<file path="src/rtl/core/sobel_edge_threshold_core_defines.svh">
// Assertion macros shared by the Sobel edge threshold core.
`ifndef SOBEL_EDGE_THRESHOLD_CORE_DEFINES_SVH
`define SOBEL_EDGE_THRESHOLD_CORE_DEFINES_SVH

// The consequent must hold in the same cycle as the antecedent.
`define SEDT_ASSERT_IMPL(lbl, clk, rst_n, ante, cons, msg) \
  lbl: assert property (@(posedge clk) disable iff (!rst_n) (ante) |-> (cons)) \
    else $error(msg);

// The consequent must hold in the cycle after the antecedent.
`define SEDT_ASSERT_NEXT(lbl, clk, rst_n, ante, cons, msg) \
  lbl: assert property (@(posedge clk) disable iff (!rst_n) (ante) |=> (cons)) \
    else $error(msg);

`endif

</file>
<file path="src/rtl/core/sedt_pkg.sv">
// Shared constants, types and helpers of the Sobel edge threshold core.
package sedt_pkg;

  localparam int DEF_MAX_WIDTH  = 1024;
  localparam int DEF_PIXEL_BITS = 8;
  localparam int Q_DEPTH        = 8;

  localparam int ROW_W      = 12;
  localparam int OCOL_W     = 10;
  localparam int NUM_SLOTS  = 4;
  localparam int HEIGHT_MAX = 4096;

  localparam int CFG_IDX_W  = 2;
  localparam int CFG_DATA_W = 21;
  localparam int CFG_W_BITS = 11;
  localparam int CFG_H_BITS = 13;
  localparam int CFG_T_BITS = 21;

  localparam logic [CFG_IDX_W-1:0] CFG_IMAGE_WIDTH    = 2'd0;
  localparam logic [CFG_IDX_W-1:0] CFG_IMAGE_HEIGHT   = 2'd1;
  localparam logic [CFG_IDX_W-1:0] CFG_EDGE_THRESHOLD = 2'd2;

  localparam logic [CFG_W_BITS-1:0] RST_IMAGE_WIDTH    = 11'd640;
  localparam logic [CFG_H_BITS-1:0] RST_IMAGE_HEIGHT   = 13'd480;
  localparam logic [CFG_T_BITS-1:0] RST_EDGE_THRESHOLD = 21'd10000;

  // Result slots of one job: the job's position and its up-left, up and left neighbors.
  localparam logic [1:0] SLOT_UP_LEFT = 2'd0;
  localparam logic [1:0] SLOT_UP      = 2'd1;
  localparam logic [1:0] SLOT_LEFT    = 2'd2;
  localparam logic [1:0] SLOT_HERE    = 2'd3;

  typedef struct packed {
    logic empty;
    logic full;
  } sedt_q_stat_t;

  // A job word is {row, col, slot enables, edge flag}.
  function automatic int job_width(int max_w);
    return ROW_W + $clog2(max_w) + NUM_SLOTS + 1;
  endfunction

endpackage

</file>
<file path="src/rtl/core/sedt_back.sv">
// Back part: expands each job into its result words and drives the output register.
module sedt_back
  import sedt_pkg::*;
#(
  parameter int MAX_WIDTH = DEF_MAX_WIDTH,
  localparam int CW       = $clog2(MAX_WIDTH),
  localparam int JOB_W    = job_width(MAX_WIDTH)
) (
  input  logic              clk,
  input  logic              rst_n,
  input  sedt_q_stat_t      q_stat,
  input  logic [JOB_W-1:0]  q_head,
  output logic              q_pop,
  output logic              out_valid,
  input  logic              out_stall,
  output logic              out_edge_res,
  output logic [ROW_W-1:0]  out_row,
  output logic [OCOL_W-1:0] out_col,
  output logic              out_frame_last
);

  logic [JOB_W-1:0]     job_r;
  logic [NUM_SLOTS-1:0] pend_r;
  logic [NUM_SLOTS-1:0] pend_after;
  logic [1:0]           pick;
  logic                 load_ok;
  logic                 emit;

  logic [ROW_W-1:0]     job_row;
  logic [CW-1:0]        job_col;
  logic                 job_edge;
  logic [ROW_W-1:0]     res_row;
  logic [CW-1:0]        res_col;

  logic                 out_valid_r;
  logic                 out_edge_r;
  logic [ROW_W-1:0]     out_row_r;
  logic [OCOL_W-1:0]    out_col_r;
  logic                 out_last_r;

  assign job_row  = job_r[JOB_W-1 -: ROW_W];
  assign job_col  = job_r[NUM_SLOTS+1 +: CW];
  assign job_edge = job_r[0];

  always_comb begin
    if (pend_r[SLOT_UP_LEFT]) begin
      pick = SLOT_UP_LEFT;
    end else if (pend_r[SLOT_UP]) begin
      pick = SLOT_UP;
    end else if (pend_r[SLOT_LEFT]) begin
      pick = SLOT_LEFT;
    end else begin
      pick = SLOT_HERE;
    end
  end

  always_comb begin
    case (pick)
      SLOT_UP_LEFT: begin
        res_row = job_row - ROW_W'(1);
        res_col = job_col - CW'(1);
      end
      SLOT_UP: begin
        res_row = job_row - ROW_W'(1);
        res_col = job_col;
      end
      SLOT_LEFT: begin
        res_row = job_row;
        res_col = job_col - CW'(1);
      end
      default: begin
        res_row = job_row;
        res_col = job_col;
      end
    endcase
  end

  assign load_ok    = !out_valid_r || !out_stall;
  assign emit       = load_ok && (pend_r != '0);
  assign pend_after = emit ? (pend_r & ~(NUM_SLOTS'(1) << pick)) : pend_r;
  assign q_pop      = !q_stat.empty && (pend_after == '0);

  always_ff @(posedge clk) begin
    if (q_pop) begin
      job_r <= q_head;
    end
    if (emit) begin
      out_edge_r <= (pick == SLOT_UP_LEFT) && job_edge;
      out_row_r  <= res_row;
      out_col_r  <= OCOL_W'(res_col);
      out_last_r <= (pick == SLOT_HERE);
    end
  end

  always_ff @(posedge clk) begin
    if (!rst_n) begin
      pend_r      <= '0;
      out_valid_r <= 1'b0;
    end else begin
      pend_r <= q_pop ? q_head[1 +: NUM_SLOTS] : pend_after;
      if (emit) begin
        out_valid_r <= 1'b1;
      end else if (!out_stall) begin
        out_valid_r <= 1'b0;
      end
    end
  end

  assign out_valid      = out_valid_r;
  assign out_edge_res   = out_edge_r;
  assign out_row        = out_row_r;
  assign out_col        = out_col_r;
  assign out_frame_last = out_last_r;

endmodule

</file>
<file path="config.mk">
export PLATFORM = sky130hd
export DESIGN_NAME = sedt_back
export DESIGN_NICKNAME = d
export VERILOG_FILES = /design/src/rtl/core/sobel_edge_threshold_core_defines.svh /design/src/rtl/core/sedt_pkg.sv /design/src/rtl/core/sedt_back.sv
export SDC_FILE = /design/constraint.sdc
export NUM_CORES = 1
export LEC_CHECK = 0
export BUFFER_PORTS_ARGS = -buffer_cell sky130_fd_sc_hd__buf_2
export CAP_MARGIN = 25
export CORE_UTILIZATION = 25
export CTS_CLUSTER_DIAMETER = 120
export DETAILED_ROUTE_END_ITERATION = 12
export HOLD_SLACK_MARGIN = 0.15
export PLACE_DENSITY = 0.53
export REMOVE_ABC_BUFFERS = 1
export SETUP_SLACK_MARGIN = 0.3
export SLEW_MARGIN = 5
export SYNTH_ARGS = -nofsm -noshare
export SYNTH_HDL_FRONTEND = slang
export SYNTH_SLANG_ARGS = --single-unit
</file>
<file path="constraint.sdc">
create_clock -name clk -period 3.45 [get_ports clk]
set_clock_uncertainty 0.05 [all_clocks]
set_input_delay 0.8625 -clock clk [delete_from_list [all_inputs] [get_ports clk]]
set_output_delay 0.8625 -clock clk [all_outputs]
set_load 0.005 [all_outputs]
</file>
==> results.txt <==
status: completed
vias in the first global route: 1238
post-synthesis cell area: 2130 sq um
fill count: 851
drt via density: 4.19
diode count: 0
Setup CP Type: in2out
final worst-path cycle share: 78.1%
register area: 1510 sq um
crit path launch type: input port
fraction of layout cells with a size suffix above 1: 35.6%
Post-CTS Setup Bufs: 0
Initial DRT Pass Iterations: 4
dpl ws: 744 ps
CP arrival: 1780 ps
global route total overflow: 0
vias: 1312
Final GP Congestion: 0.816
Horiz. Die Dim: 94.3 um
die height: 94.3 um
final setup TNS: 0 ps
Initial Util: 25.9%
maxcap violations: 0
final hold violations: 0
CTS tree: done
Syn Inst Count: 146
Layout area overhead: 23.6%
max_slew headroom: 65.5%
clock latency at the later pin of the worst-skew pair: 300 ps
Worst-Margin Slew: 517 ps
H-tree levels: 2
RSZ-0062 raised after global routing: false
# IOs: 58
final max-slew violation count: 0
Yosys cell types: 35
HPWL Detailed: 2.79 mm
crit-path max cell delay: 280 ps
Min-Delay Path Class: reg2reg
Post-Layout Cell Count: 313
FF+latch count, synth: 52
DRT antenna net count: 0
Final setup violation count: 0
Post-synth EDFFs: 47
DRC violations left: 0
initial DRC count: 41
placed cell count: 305
Worst setup EP type: output pin
wire per inst: 12.0 um
area taken by multi-input logic gates: 586 sq um
Layout Nets: 241
cell mode on critical path: buf_2
largest net degree at the start of global routing: 25
CORE AREA: 8220 sq um
Clk Tree Root Cell: clkbuf_8
Longest Clk Path Bufs: 2
Power Dens Cells: 535 nW/um^2
maximum vdd ir drop: 0.175 mV
ys async rst share: 0%
DIE AREA: 8890 sq um
Hold Buf Count CTS: 0
CTS Buf Count: 5
first-pass GRT wire length: 5.82 mm
std cell rows: 33
Critical Path RT: 2540 ps
clk sinks: 52
synthesis warning total: 0
clk slew on worst S/H paths: 100 ps
Synth Area per Inst: 14.6 sq um
CTS resizes: 0
initial antenna violation count: 0
clock period minus worst slack: 2700 ps
GRT Util Overall: 8.95%
Buffers on Ports: 56
post-synthesis sequential area ratio: 71.0%
worst hold slack: 483 ps
PnR worst setup slack: 755 ps
final core utilization: 32.0%
crit path cell chain: buf_2, and2_1, nor2_1, a21oi_1, nor2_2, buf_2
Static Leak: 1.02 nW
critical path fanouts, max: 5
Main synth FF type: edfxtp_1
upper clock frequency limit: 371 MHz
CP max-delay cell: a21oi_1
WL final: 3.76 mm
## area by class of cell
| class | count | area share [%] |
|---|---|---|
| well taps | 105 | 5.00 |
| clock buffers | 5 | 2.62 |
| repair buffers | 58 | 11.2 |
| inverters | 5 | 0.714 |
| clock inverters | 3 | 0.714 |
| flip-flops and latches | 52 | 57.5 |
| multi-input cells | 85 | 22.3 |
## report_power, final
group / total [mW] / internal (mW) / switching [mW]
registers: 0.859 / 0.810 / 0.0485
logic: 0.207 / 0.0910 / 0.116
clock network: 0.341 / 0.140 / 0.201
total: 1.41 / 1.04 / 0.365
## layout by cell type (no fill, tap or decap), types with 4 or more instances in the layout
master / count
xor2_1: 13
buf_2: 56
xnor2_1: 5
inv_1: 5
nor2_1: 7
nand2_1: 13
dfxtp_1: 5
o21ai_0: 4
clkbuf_8: 5
nor3_1: 5
edfxtp_1: 47
a21oi_1: 4
## per-stage QoR
stage	power, mW	instance area [sq um]
global placement	1.09	2540
finish	1.41	2630
global route	1.48	2630
floorplan	0.977	2110
CTS	1.43	2630
detailed placement	1.09	2540
## routing by layer
| layer | wire, um | global-route usage (%) |
|---|---|---|
| met4 | 68 | 3.97 |
| met3 | 241 | 2.67 |
| met2 | 1890 | 15.3 |
| met5 | 0 | 0 |
| met1 | 1570 | 10.3 |
## synthesized netlist by cell type (2+ instances only)
cell type   n  area (sq um)
a211o_1     2          17.5
or4_4       3          33.8
nor4_1      3          18.8
nand3_1     2          10.0
o21ai_0     4          20.0
ha_1        2          25.0
nand2_1    13          48.8
inv_1       5          18.8
o31ai_1     3          22.5
xor2_1     13           114
nor2_1      9          33.8
and2_1      2          12.5
xnor2_1     5          43.8
or3_1       2          12.5
a21oi_1     4          20.0
dfxtp_1     5           100
nor3_1      5          25.0
edfxtp_1   47          1410
## registers in the layout, summed over array words and instances (netlist names)
signal	flops
out_row	12
job_r	23
out_col	10
out_frame_last	1
out_valid	1
pend_r	4
out_edge_res	1
## cell families after synthesis
| family | count (synthesis) | synth area share [%] |
|---|---|---|
| flops | 52 | 71.0 |
| simple gates | 45 | 12.3 |
| compound gates | 19 | 5.88 |
| xor+xnor | 18 | 7.41 |
| buf+inv | 9 | 1.70 |
| fa+ha+maj | 3 | 1.65 |
## worst max-delay path: cells and delay by family
kind / cells / cell delay [ps]
and+or+nand+nor: 3 / 410
AOI/OAI and AO/OA: 1 / 280
buffers and inverters: 2 / 230
## worst paths after layout
check	startpoint	end	slack (ps)	cells after the start
setup / recovery	out_stall	q_pop	750	6
hold / removal	job_r[0]$_DFFE_PP_	out_edge_res$_DFFE_PN_	480	1
setup reg to reg	pend_r[0]$_SDFF_PN0_	out_row[10]$_DFFE_PN_	1440	4
hold reg to reg	job_r[0]$_DFFE_PP_	out_edge_res$_DFFE_PN_	480	1
(Power assumes the default switching activity.)
