--- config.mk ---
export PLATFORM = sky130hd
export DESIGN_NAME = sedt_queue
export DESIGN_NICKNAME = d
export VERILOG_FILES = /design/src/rtl/core/sobel_edge_threshold_core_defines.svh /design/src/rtl/core/sedt_pkg.sv /design/src/rtl/core/sedt_queue.sv
export SDC_FILE = /design/constraint.sdc
export NUM_CORES = 1
export LEC_CHECK = 0
export ABC_CLOCK_PERIOD_IN_PS = 3200
export BUFFER_PORTS_ARGS = -buffer_cell sky130_fd_sc_hd__buf_2
export CAP_MARGIN = 20
export CORE_MARGIN = 4
export CORE_UTILIZATION = 35
export DETAILED_ROUTE_END_ITERATION = 16
export PLACE_DENSITY_LB_ADDON = 0.15
export SLEW_MARGIN = 20
export SYNTH_ARGS = -nofsm -noshare
export SYNTH_HDL_FRONTEND = slang
export SYNTH_SLANG_ARGS = --single-unit
--- constraint.sdc ---
create_clock -name clk -period 3.2 [get_ports clk]
set_input_delay 0.64 -clock clk [delete_from_list [all_inputs] [get_ports clk]]
set_output_delay 0.64 -clock clk [all_outputs]
set_load 0.01 [all_outputs]
--- src/rtl/core/sobel_edge_threshold_core_defines.svh ---
// Assertion macros shared by the Sobel edge threshold core.
`ifndef SOBEL_EDGE_THRESHOLD_CORE_DEFINES_SVH
`define SOBEL_EDGE_THRESHOLD_CORE_DEFINES_SVH

// The consequent must hold in the same cycle as the antecedent.
`define SEDT_ASSERT_IMPL(lbl, clk, rst_n, ante, cons, msg) \
  lbl: assert property (@(posedge clk) disable iff (!rst_n) (ante) |-> (cons)) \
    else $error(msg);

// The consequent must hold in the cycle after the antecedent.
`define SEDT_ASSERT_NEXT(lbl, clk, rst_n, ante, cons, msg) \
  lbl: assert property (@(posedge clk) disable iff (!rst_n) (ante) |=> (cons)) \
    else $error(msg);

`endif

--- src/rtl/core/sedt_pkg.sv ---
// Shared constants, types and helpers of the Sobel edge threshold core.
package sedt_pkg;

  localparam int DEF_MAX_WIDTH  = 1024;
  localparam int DEF_PIXEL_BITS = 8;
  localparam int Q_DEPTH        = 8;

  localparam int ROW_W      = 12;
  localparam int OCOL_W     = 10;
  localparam int NUM_SLOTS  = 4;
  localparam int HEIGHT_MAX = 4096;

  localparam int CFG_IDX_W  = 2;
  localparam int CFG_DATA_W = 21;
  localparam int CFG_W_BITS = 11;
  localparam int CFG_H_BITS = 13;
  localparam int CFG_T_BITS = 21;

  localparam logic [CFG_IDX_W-1:0] CFG_IMAGE_WIDTH    = 2'd0;
  localparam logic [CFG_IDX_W-1:0] CFG_IMAGE_HEIGHT   = 2'd1;
  localparam logic [CFG_IDX_W-1:0] CFG_EDGE_THRESHOLD = 2'd2;

  localparam logic [CFG_W_BITS-1:0] RST_IMAGE_WIDTH    = 11'd640;
  localparam logic [CFG_H_BITS-1:0] RST_IMAGE_HEIGHT   = 13'd480;
  localparam logic [CFG_T_BITS-1:0] RST_EDGE_THRESHOLD = 21'd10000;

  // Result slots of one job: the job's position and its up-left, up and left neighbors.
  localparam logic [1:0] SLOT_UP_LEFT = 2'd0;
  localparam logic [1:0] SLOT_UP      = 2'd1;
  localparam logic [1:0] SLOT_LEFT    = 2'd2;
  localparam logic [1:0] SLOT_HERE    = 2'd3;

  typedef struct packed {
    logic empty;
    logic full;
  } sedt_q_stat_t;

  // A job word is {row, col, slot enables, edge flag}.
  function automatic int job_width(int max_w);
    return ROW_W + $clog2(max_w) + NUM_SLOTS + 1;
  endfunction

endpackage

--- src/rtl/core/sedt_queue.sv ---
// Job queue between the front and back parts of the Sobel edge core.
module sedt_queue
  import sedt_pkg::*;
#(
  parameter int DATA_W = 32,
  parameter int DEPTH  = Q_DEPTH
) (
  input  logic              clk,
  input  logic              rst_n,
  input  logic              push,
  input  logic [DATA_W-1:0] push_data,
  input  logic              pop,
  output logic [DATA_W-1:0] head,
  output sedt_q_stat_t      stat
);

  localparam int PTR_W = $clog2(DEPTH);
  localparam int CNT_W = $clog2(DEPTH + 1);

  logic [DATA_W-1:0] entries_r [DEPTH];
  logic [PTR_W-1:0]  wr_ptr_r;
  logic [PTR_W-1:0]  rd_ptr_r;
  logic [CNT_W-1:0]  count_r;

  always_ff @(posedge clk) begin
    if (push) begin
      entries_r[wr_ptr_r] <= push_data;
    end
  end

  always_ff @(posedge clk) begin
    if (!rst_n) begin
      wr_ptr_r <= '0;
      rd_ptr_r <= '0;
      count_r  <= '0;
    end else begin
      if (push) begin
        wr_ptr_r <= (wr_ptr_r == PTR_W'(DEPTH - 1)) ? '0 : wr_ptr_r + PTR_W'(1);
      end
      if (pop) begin
        rd_ptr_r <= (rd_ptr_r == PTR_W'(DEPTH - 1)) ? '0 : rd_ptr_r + PTR_W'(1);
      end
      case ({push, pop})
        2'b10:   count_r <= count_r + CNT_W'(1);
        2'b01:   count_r <= count_r - CNT_W'(1);
        default: count_r <= count_r;
      endcase
    end
  end

  assign head       = entries_r[rd_ptr_r];
  assign stat.empty = (count_r == '0);
  assign stat.full  = (count_r == CNT_W'(DEPTH));

endmodule

==> results.toml, run 1 <==
[status]
status = "finished, final reports clean"

[global_route]
gr-total-overflow = 0
grt.total_usage_pct = 12.8
grt_start_max_net_pins = 33
grt_pass1_vias = 5138
antenna_found_initial = 1
grt_first_pass_wirelength_um = 32000

[yosys]
synth.area.top_cells = "edfxtp_1, mux4_1, mux4_2"
syn-cell-area_um2 = 10400
ys.flop_type = "edfxtp_1"
ys_seq_area_share_pct = 76.1
synth_top_area_cell = "edfxtp_1"
synth_most_common_cell = "edfxtp_1"
syn_avg_cell_area_um2 = 23.5
synth_warnings = 0
ys_ff_latch = 269
synthTopCellsByCount = "edfxtp_1, mux4_1, mux2_2"
synthCells = 444
ys_types = 31
syn_nets = 487
synth_top_area_share_pct = 73.6
async_flop_share_pct = 0
synth_edf_count = 256

[timing]
fmaxAchievable_mhz = 328
hold_viol_final = 0
slew_violations = 0
tightest_slew_ns = 0.599
tns_ns = 0
setup_viol_count_final = 0
min_period_ns = 3.05
period_share_pct = 95.4
rsz0062_at_grt = "no"
fin_skew_ns = 0.00835
holdWs_ns = 0.370
setup_ws_ns = 0.149
slew_headroom_pct = 60.0

[power_and_ir_drop]
p_leak_nw = 4.02
p_per_area_nw_per_um2 = 615
ir_drop_v = 0.000342
p_total_mw = 7.59

[critical_path]
cp_slowest_cell = "mux4_1"
max_stage_delay_ns = 0.58
cp.required_ns = 2.56
path_cells = "buf_4 > mux4_1 > mux2_2 > buf_2"
worst-path-max-fanout = 16
cp-end-kind = "output pin"
crit_arrival_ns = 2.41
worstSetupPathType = "flip-flop to output pin"
cp-start-kind = "flip-flop"

[clocking]
cts_made_buffers = 29
clkLatencyLatePin_ns = 0.54
postCtsHoldBufs = 0
postCtsSetupBuffers = 0
htreeDepth = 1
cts_buffer_depth = 3
cts_resized = 0
cts_root_buf = "clkbuf_16"
clock_sinks = 269
path_clk_slew_ns = 0.06
cts_tree = "built"

[place]
port_buffers = 69
place_congestion = 0.685
place_ws_ns = 0.659
place_hpwl_um = 11900

[drt]
drtPass1Iterations = 4
via_per_inst = 4.95
wl_um = 20700
num_vias = 4680
wl_per_cell_um = 21.9
drt_iter0_drc = 262
drc = 0
ant_nets = 0

[die]
die_area_um2 = 32700
die_x_um = 181
num_rows = 62
die_h_um = 181
core_area_um2 = 29100
ios = 70
start_util_pct = 35.9

[layout]
num-nets-final = 583
drive_gt1_share_pct = 33.5
area_delta_synth_final_pct = 18.0
fillCellCount = 2522

[run]
max_cap_viol_count = 0

[min_path]
hp-class = "input port to flip-flop"
==> sequential cells by signal, summed over array words and instances, names as in the netlist, named ones only <==
signal,cells
rd_ptr_r,3
wr_ptr_r,3
entries_r,256
count_r,4
==> layout by cell type (no fill, tap or decap), drive strengths merged, types with 2 or more instances in the layout <==
cell type	n
nor4b	2
mux4	64
bufinv	2
and2	3
nor2b	5
buf	86
xor2	2
o21ai	2
clkinv	6
nand2	6
ha	7
inv	4
nor2	6
mux2i	5
dfxtp	13
nand2b	4
edfxtp	256
nor3	3
mux2	33
clkbuf	42
==> final timing paths <==
| path | slack (ns) | endpoint | cells past startpoint | from |
|---|---|---|---|---|
| worst min register to register | 0.48 | count_r[3] | 2 | count_r[3] |
| worst max register to register | 1.44 | entries_r[2][16] | 3 | wr_ptr_r[1] |
| worst max-delay path | 0.15 | head[26] | 4 | flip-flop |
| worst min-delay path | 0.37 | entries_r[1][25] | 1 | push_data[25] |
==> layer usage <==
layer	global-route usage (%)	part of all wire (%)	vias to the layer above	wire (um)
met2	22.6	51	93	10500
met1	16.4	43	2448	9010
met4	2.87	1.6	2	324
li1	-	-	2108	-
met5	0	0.063	-	13
met3	2.37	4.1	29	849
==> cell families after synthesis <==
family          count (synthesis)  share of synthesized area (%)
xor+xnor                        3                          0.252
mux                           102                           19.3
simple gates                   32                           1.65
fa+ha+maj                       7                          0.838
compound gates                  8                          0.515
buf+inv                        23                           1.40
flops                         269                           76.1
==> metrics by stage <==
stage                     instances  utilization (%)  area, um2
final                           946             42.4      12300
after global routing            945             42.4      12300
after CTS                       945             42.4      12300
after detailed placement        893             39.4      11400
after global placement          893             39.4      11400
after floorplan                 444                -      10500
==> worst max-delay path: cells and delay by family (launching register included) <==
family	cells	cell delay, ns
flip-flops	1	0.55
buffers and inverters	2	0.45
multiplexers	2	0.86
==> cell type report <==
class | count | area [um2] | area share [%]
sequential | 269 | 7950 | 64.5
multi-input combinational | 152 | 2420 | 19.6
clock buffer | 42 | 774 | 6.28
timing repair buffer | 86 | 586 | 4.75
tap | 384 | 480 | 3.90
clock inverter | 10 | 104 | 0.842
inverter | 2 | 7.51 | 0.0609
antenna | 1 | 2.50 | 0.0203
==> where the power goes <==
group | leakage [nW] | switching (mW) | internal (mW)
clock network | 0.423 | 1.26 | 1.83
logic | 1.17 | 0.262 | 0.253
registers | 2.43 | 0.0424 | 3.94
Power figures use the tool's default switching activity.
==> inputs of run 2 (changes only) <==
REMOVE_ABC_BUFFERS = 1   (was not set)
==> run 2 against run 1 <==
Net effect:
- fmax is 4.8% higher
- clock skew grew 0.0058 ns
- critical path depth increased by 1
- sequential cell count did not move
- non-clock buffer count is 9 higher
- routed wire length is essentially flat
- final cell count increased by 1.1%
- critical path type unchanged
- largest cell class unchanged
==> results.toml, run 2 (synthesis gave the netlist of run 1 again) <==
[timing]
slew_violations = 0
fin_skew_ns = 0.0141
tns_ns = 0
fmaxAchievable_mhz = 344
period_share_pct = 91.0
slew_headroom_pct = 59.3
hold_viol_final = 0
min_period_ns = 2.91
rsz0062_at_grt = "no"
tightest_slew_ns = 0.611
setup_viol_count_final = 0

[critical_path]
cp-end-kind = "output pin"
r2r-end = "entries_r[5][26]"
crit_arrival_ns = 2.27
cp-start-kind = "flip-flop"
rrSetupSlack_ns = 1.52
worst-path-max-fanout = 15
cp.required_ns = 2.56
worstSetupPathType = "flip-flop to output pin"
r2r_start = "wr_ptr_r[0]"
reg2reg_depth = 3

[power_and_ir_drop]
p_per_area_nw_per_um2 = 623
clkPwrFrac_pct = 41.8
netSwitchingFraction_pct = 20.3
power_frac_seq_pct = 51.3
p_leak_nw = 4.10
p_total_mw = 7.74
ir_drop_v = 0.000447
comb_power_share_pct = 6.8
switchingPower_mw = 1.57
p_int_mw = 6.17

[clocking]
cts_resized = 0
clock_sinks = 269
cts_made_buffers = 29
htreeDepth = 1
cts_tree = "built"
clkLatencyLatePin_ns = 0.54
postCtsHoldBufs = 0
cts_buffer_depth = 3
cts_root_buf = "clkbuf_16"
path_clk_slew_ns = 0.06

[die]
die_area_um2 = 32700
core_area_um2 = 29100
num_rows = 62
die_h_um = 181
ios = 70
start_util_pct = 35.9
die_x_um = 181

[layout]
drive_gt1_share_pct = 35.2
final_cell_mix = "edfxtp_1, buf_2, mux4_1"
seq_area_um2 = 7950
largest_reg_flops = 256
fillCellCount = 2529
reg_top3 = "entries_r: 256 flops, count_r: 4 flops"
regMostFlops = "entries_r"
area_delta_synth_final_pct = 19.0
multiInputGateArea_um2 = 2410
final_common_cell = "edfxtp_1"
num-nets-final = 592

[drt]
wl_per_cell_um = 21.7
drt_iter0_drc = 345
num_vias = 4770
drc = 0
drtPass1Iterations = 4
via_per_inst = 4.99
ant_nets = 0
wl_um = 20800

[min_path]
min_to = "entries_r[0][27]"
hp-class = "input port to flip-flop"
hold_depth = 1
min-delay-start = "push_data[27]"

[status]
status = "finished, final reports clean"

[global_route]
grt_first_pass_wirelength_um = 31300
gr-total-overflow = 0
antenna_found_initial = 1
grt.total_usage_pct = 12.4
grt_pass1_vias = 5083
grt_start_max_net_pins = 33

[run]
max_cap_viol_count = 0

[place]
port_buffers = 69
place_congestion = 0.660
place_hpwl_um = 11800
[run 2: changes by cell type in the layout (fill, tap and decap cells not counted), sizes merged]
cell      before  now
buf           86   95
bufinv         2    3
clkbuf        42   43
clkinv         6    5
clkinvlp       0    1
inv            4    3
[run 2: layer usage]
metal  global-route usage [%]  vias up  part of all wire (%)
met5                        0        -                 0.063
met4                     2.78        2                   1.7
met3                     2.80       28                   4.7
met2                     20.3       93                    49
met1                     17.2     2522                    44
li1                         -     2125                     -
[run 2: through the flow]
| step | cells | setup WS, ns | hold WS [ns] | util (%) | instance area (um2) |
|---|---|---|---|---|---|
| after global placement | 895 | 0.619 | 0.466 | 39.2 | 11400 |
| after floorplan | 423 | -0.681 | 0.451 | - | 10300 |
| after detailed placement | 895 | 0.629 | 0.482 | 39.2 | 11400 |
| final | 956 | 0.289 | 0.371 | 42.7 | 12400 |
| after global routing | 955 | 0.153 | 0.352 | 42.7 | 12400 |
| after CTS | 948 | 0.0392 | 0.339 | 42.4 | 12300 |
[run 2: critical path, stage by stage, from the launching register on]
cell	delay [ns]
dfxtp_4	0.41
buf_12	0.14
buf_12	0.16
mux4_1	0.59
mux2_2	0.29
buf_2	0.15
[run 2: worst max-delay path by stage]
stage | from | endpoint | slack, ns | depth (start not counted)
floorplan | flip-flop | head[11] | -0.68 | 2
global placement | flip-flop | head[1] | 0.62 | 4
detailed placement | flip-flop | head[1] | 0.63 | 4
CTS | flip-flop | head[1] | 0.04 | 4
global route | flip-flop | head[12] | 0.15 | 4
finish | flip-flop | head[29] | 0.29 | 5
[run 2: area by class of cell]
type	instances	area share, %
multi-input combinational	152	19.4
clock buffer	43	6.50
tap	384	3.87
antenna	1	0.0201
sequential	269	64.0
timing repair buffer	95	5.15
inverter	2	0.0604
clock inverter	10	1.02
[run 2: power by group through the flow]
stage                     sequential, mW  clock, mW  combinational [mW]
after floorplan                     4.07          0               0.280
after global placement              4.05          0               0.512
after detailed placement            4.06          0               0.522
after CTS                           3.98       3.34               0.523
after global routing                3.98       3.50               0.578
final                               3.97       3.24               0.530
[run 2: timing repair]
item	CTS	global route
endpoints found under the hold margin	0	0
setup buffers	0	7
setup endpoints to repair	0	6
==> inputs of run 3 (changes only) <==
==> constraint.sdc (replaced) <==
create_clock -name clk -period 3.2 [get_ports clk]
set_input_delay 0.64 -clock clk [delete_from_list [all_inputs] [get_ports clk]]
set_output_delay 0.64 -clock clk [all_outputs]
set_load 0.005 [all_outputs]
==> run 3 against run 2 <==
Net effect:
- critical path depth decreased by 1
- highest routed layer unchanged
- sequential power about the same
- count of clock-buffer cells in the layout is 12 lower
==> results.toml, run 3 (synthesis gave the netlist of run 1 again) <==
[clocking]
path_clk_slew_ns = 0.06
cts_tree = "built"
postCtsSetupBuffers = 0
postCtsHoldBufs = 0
clock_sinks = 269
htreeDepth = 1
clkLatencyLatePin_ns = 0.54
cts_resized = 0
cts_made_buffers = 29
cts_buffer_depth = 3
cts_root_buf = "clkbuf_16"

[critical_path]
max_stage_delay_ns = 0.60
worst-path-stages = 4
cp-start-kind = "flip-flop"
r2r_start = "wr_ptr_r[0]"
worstSetupPathType = "flip-flop to output pin"
rrSetupSlack_ns = 1.52
worst-path-max-fanout = 13
reg2reg_depth = 3
crit_path_end = "head[9]"
crit_arrival_ns = 2.40
r2r-end = "entries_r[5][23]"
crit_family = "multiplexers"
cp-end-kind = "output pin"
critical_path_buf_inv_count = 2
cp_slowest_cell = "mux4_1"
cp.required_ns = 2.56
path_cells = "buf_4 > mux4_1 > mux2_2 > buf_2"

[timing]
slew_violations = 0
tightest_slew_ns = 0.504
min_period_ns = 3.04
rsz0062_at_grt = "no"
setup_viol_count_final = 0
period_share_pct = 94.9
fin_skew_ns = 0.0126
hold_viol_final = 0
fmaxAchievable_mhz = 329
slew_headroom_pct = 66.4

[layout]
antennaDiodeCount = 0
layoutNonFillerInstCount = 951
fillCellCount = 2525
final_common_cell = "edfxtp_1"
final_cell_mix = "edfxtp_1, buf_2, mux4_1"
largest_reg_flops = 256
num-nets-final = 587
seq_area_um2 = 7950
regMostFlops = "entries_r"
multiInputGateArea_um2 = 2410
area_delta_synth_final_pct = 19.1
reg_top3 = "entries_r: 256 flops, count_r: 4 flops"
drive_gt1_share_pct = 36.2
utilization_pct = 42.8

[global_route]
gr-total-overflow = 0
grt_start_max_net_pins = 37
antenna_found_initial = 2
grt_pass1_vias = 5090
grt_first_pass_wirelength_um = 31400
grt.total_usage_pct = 12.4

[min_path]
hp-class = "input port to flip-flop"
min-delay-start = "push_data[15]"

[drt]
ant_nets = 0
wl_per_cell_um = 21.5
via_per_inst = 4.97
drtPass1Iterations = 4
drc = 0
num_vias = 4723
wl_um = 20400
drt_iter0_drc = 245

[status]
status = "finished, final reports clean"

[die]
start_util_pct = 35.9
die_h_um = 181
die_area_um2 = 32700
ios = 70
num_rows = 62
die_x_um = 181
core_area_um2 = 29100

[power_and_ir_drop]
p_total_mw = 8.00
p_per_area_nw_per_um2 = 644
ir_drop_v = 0.000313
p_leak_nw = 4.11

[place]
place_congestion = 0.672
port_buffers = 69
place_hpwl_um = 12000
dp.cells = 897

[run]
max_cap_viol_count = 0
==> run 3: where the power goes <==
part	leakage, nW	switching, mW	internal [mW]	total (mW)
Clock	0.495	1.32	2.22	3.54
Combinational	1.18	0.242	0.247	0.489
Sequential	2.43	0.0363	3.94	3.97
Total	4.11	1.60	6.41	8.00
==> run 3: cell type report <==
type	count	area share [%]
Clock buffer	31	5.89
Inverter	2	0.0604
Multi-Input combinational cell	152	19.4
Sequential cell	269	63.9
Timing Repair Buffer	90	4.45
Tap cell	384	3.86
Clock inverter	23	2.42
==> run 3: worst min-delay path by stage <==
| stage | endpoint | cells past startpoint |
|---|---|---|
| global placement | count_r[3] | 2 |
| global route | entries_r[7][9] | 1 |
| detailed placement | count_r[3] | 2 |
| floorplan | count_r[3] | 2 |
| CTS | entries_r[5][8] | 1 |
| finish | entries_r[0][15] | 1 |
==> run 3: worst register-to-register path, delay by kind of cell, from the launching register on <==
family                 cells  cell delay, ns
DFF                        1            0.38
buffers and inverters      1            0.27
and+or+nand+nor            2            0.70
==> run 3: metrics by stage <==
step                      area, um2  setup TNS (ns)  worst slack (ns)  hold WS [ns]
after CTS                     12400               0            0.0941         0.344
after global placement        11400               0             0.682         0.468
after floorplan               10300          -34.00            -0.660         0.451
after global routing          12400               0            0.0457         0.355
final                         12400               0             0.165         0.372
after detailed placement      11400               0             0.679         0.475
==> run 3: routing by layer <==
layer / up-vias / wire length, um / global-route usage, %
li1: 2113 / - / -
met1: 2467 / 8910 / 16.7
met2: 108 / 10100 / 20.6
met3: 31 / 1120 / 3.14
met4: 4 / 318 / 2.84
met5: - / 18 / 0
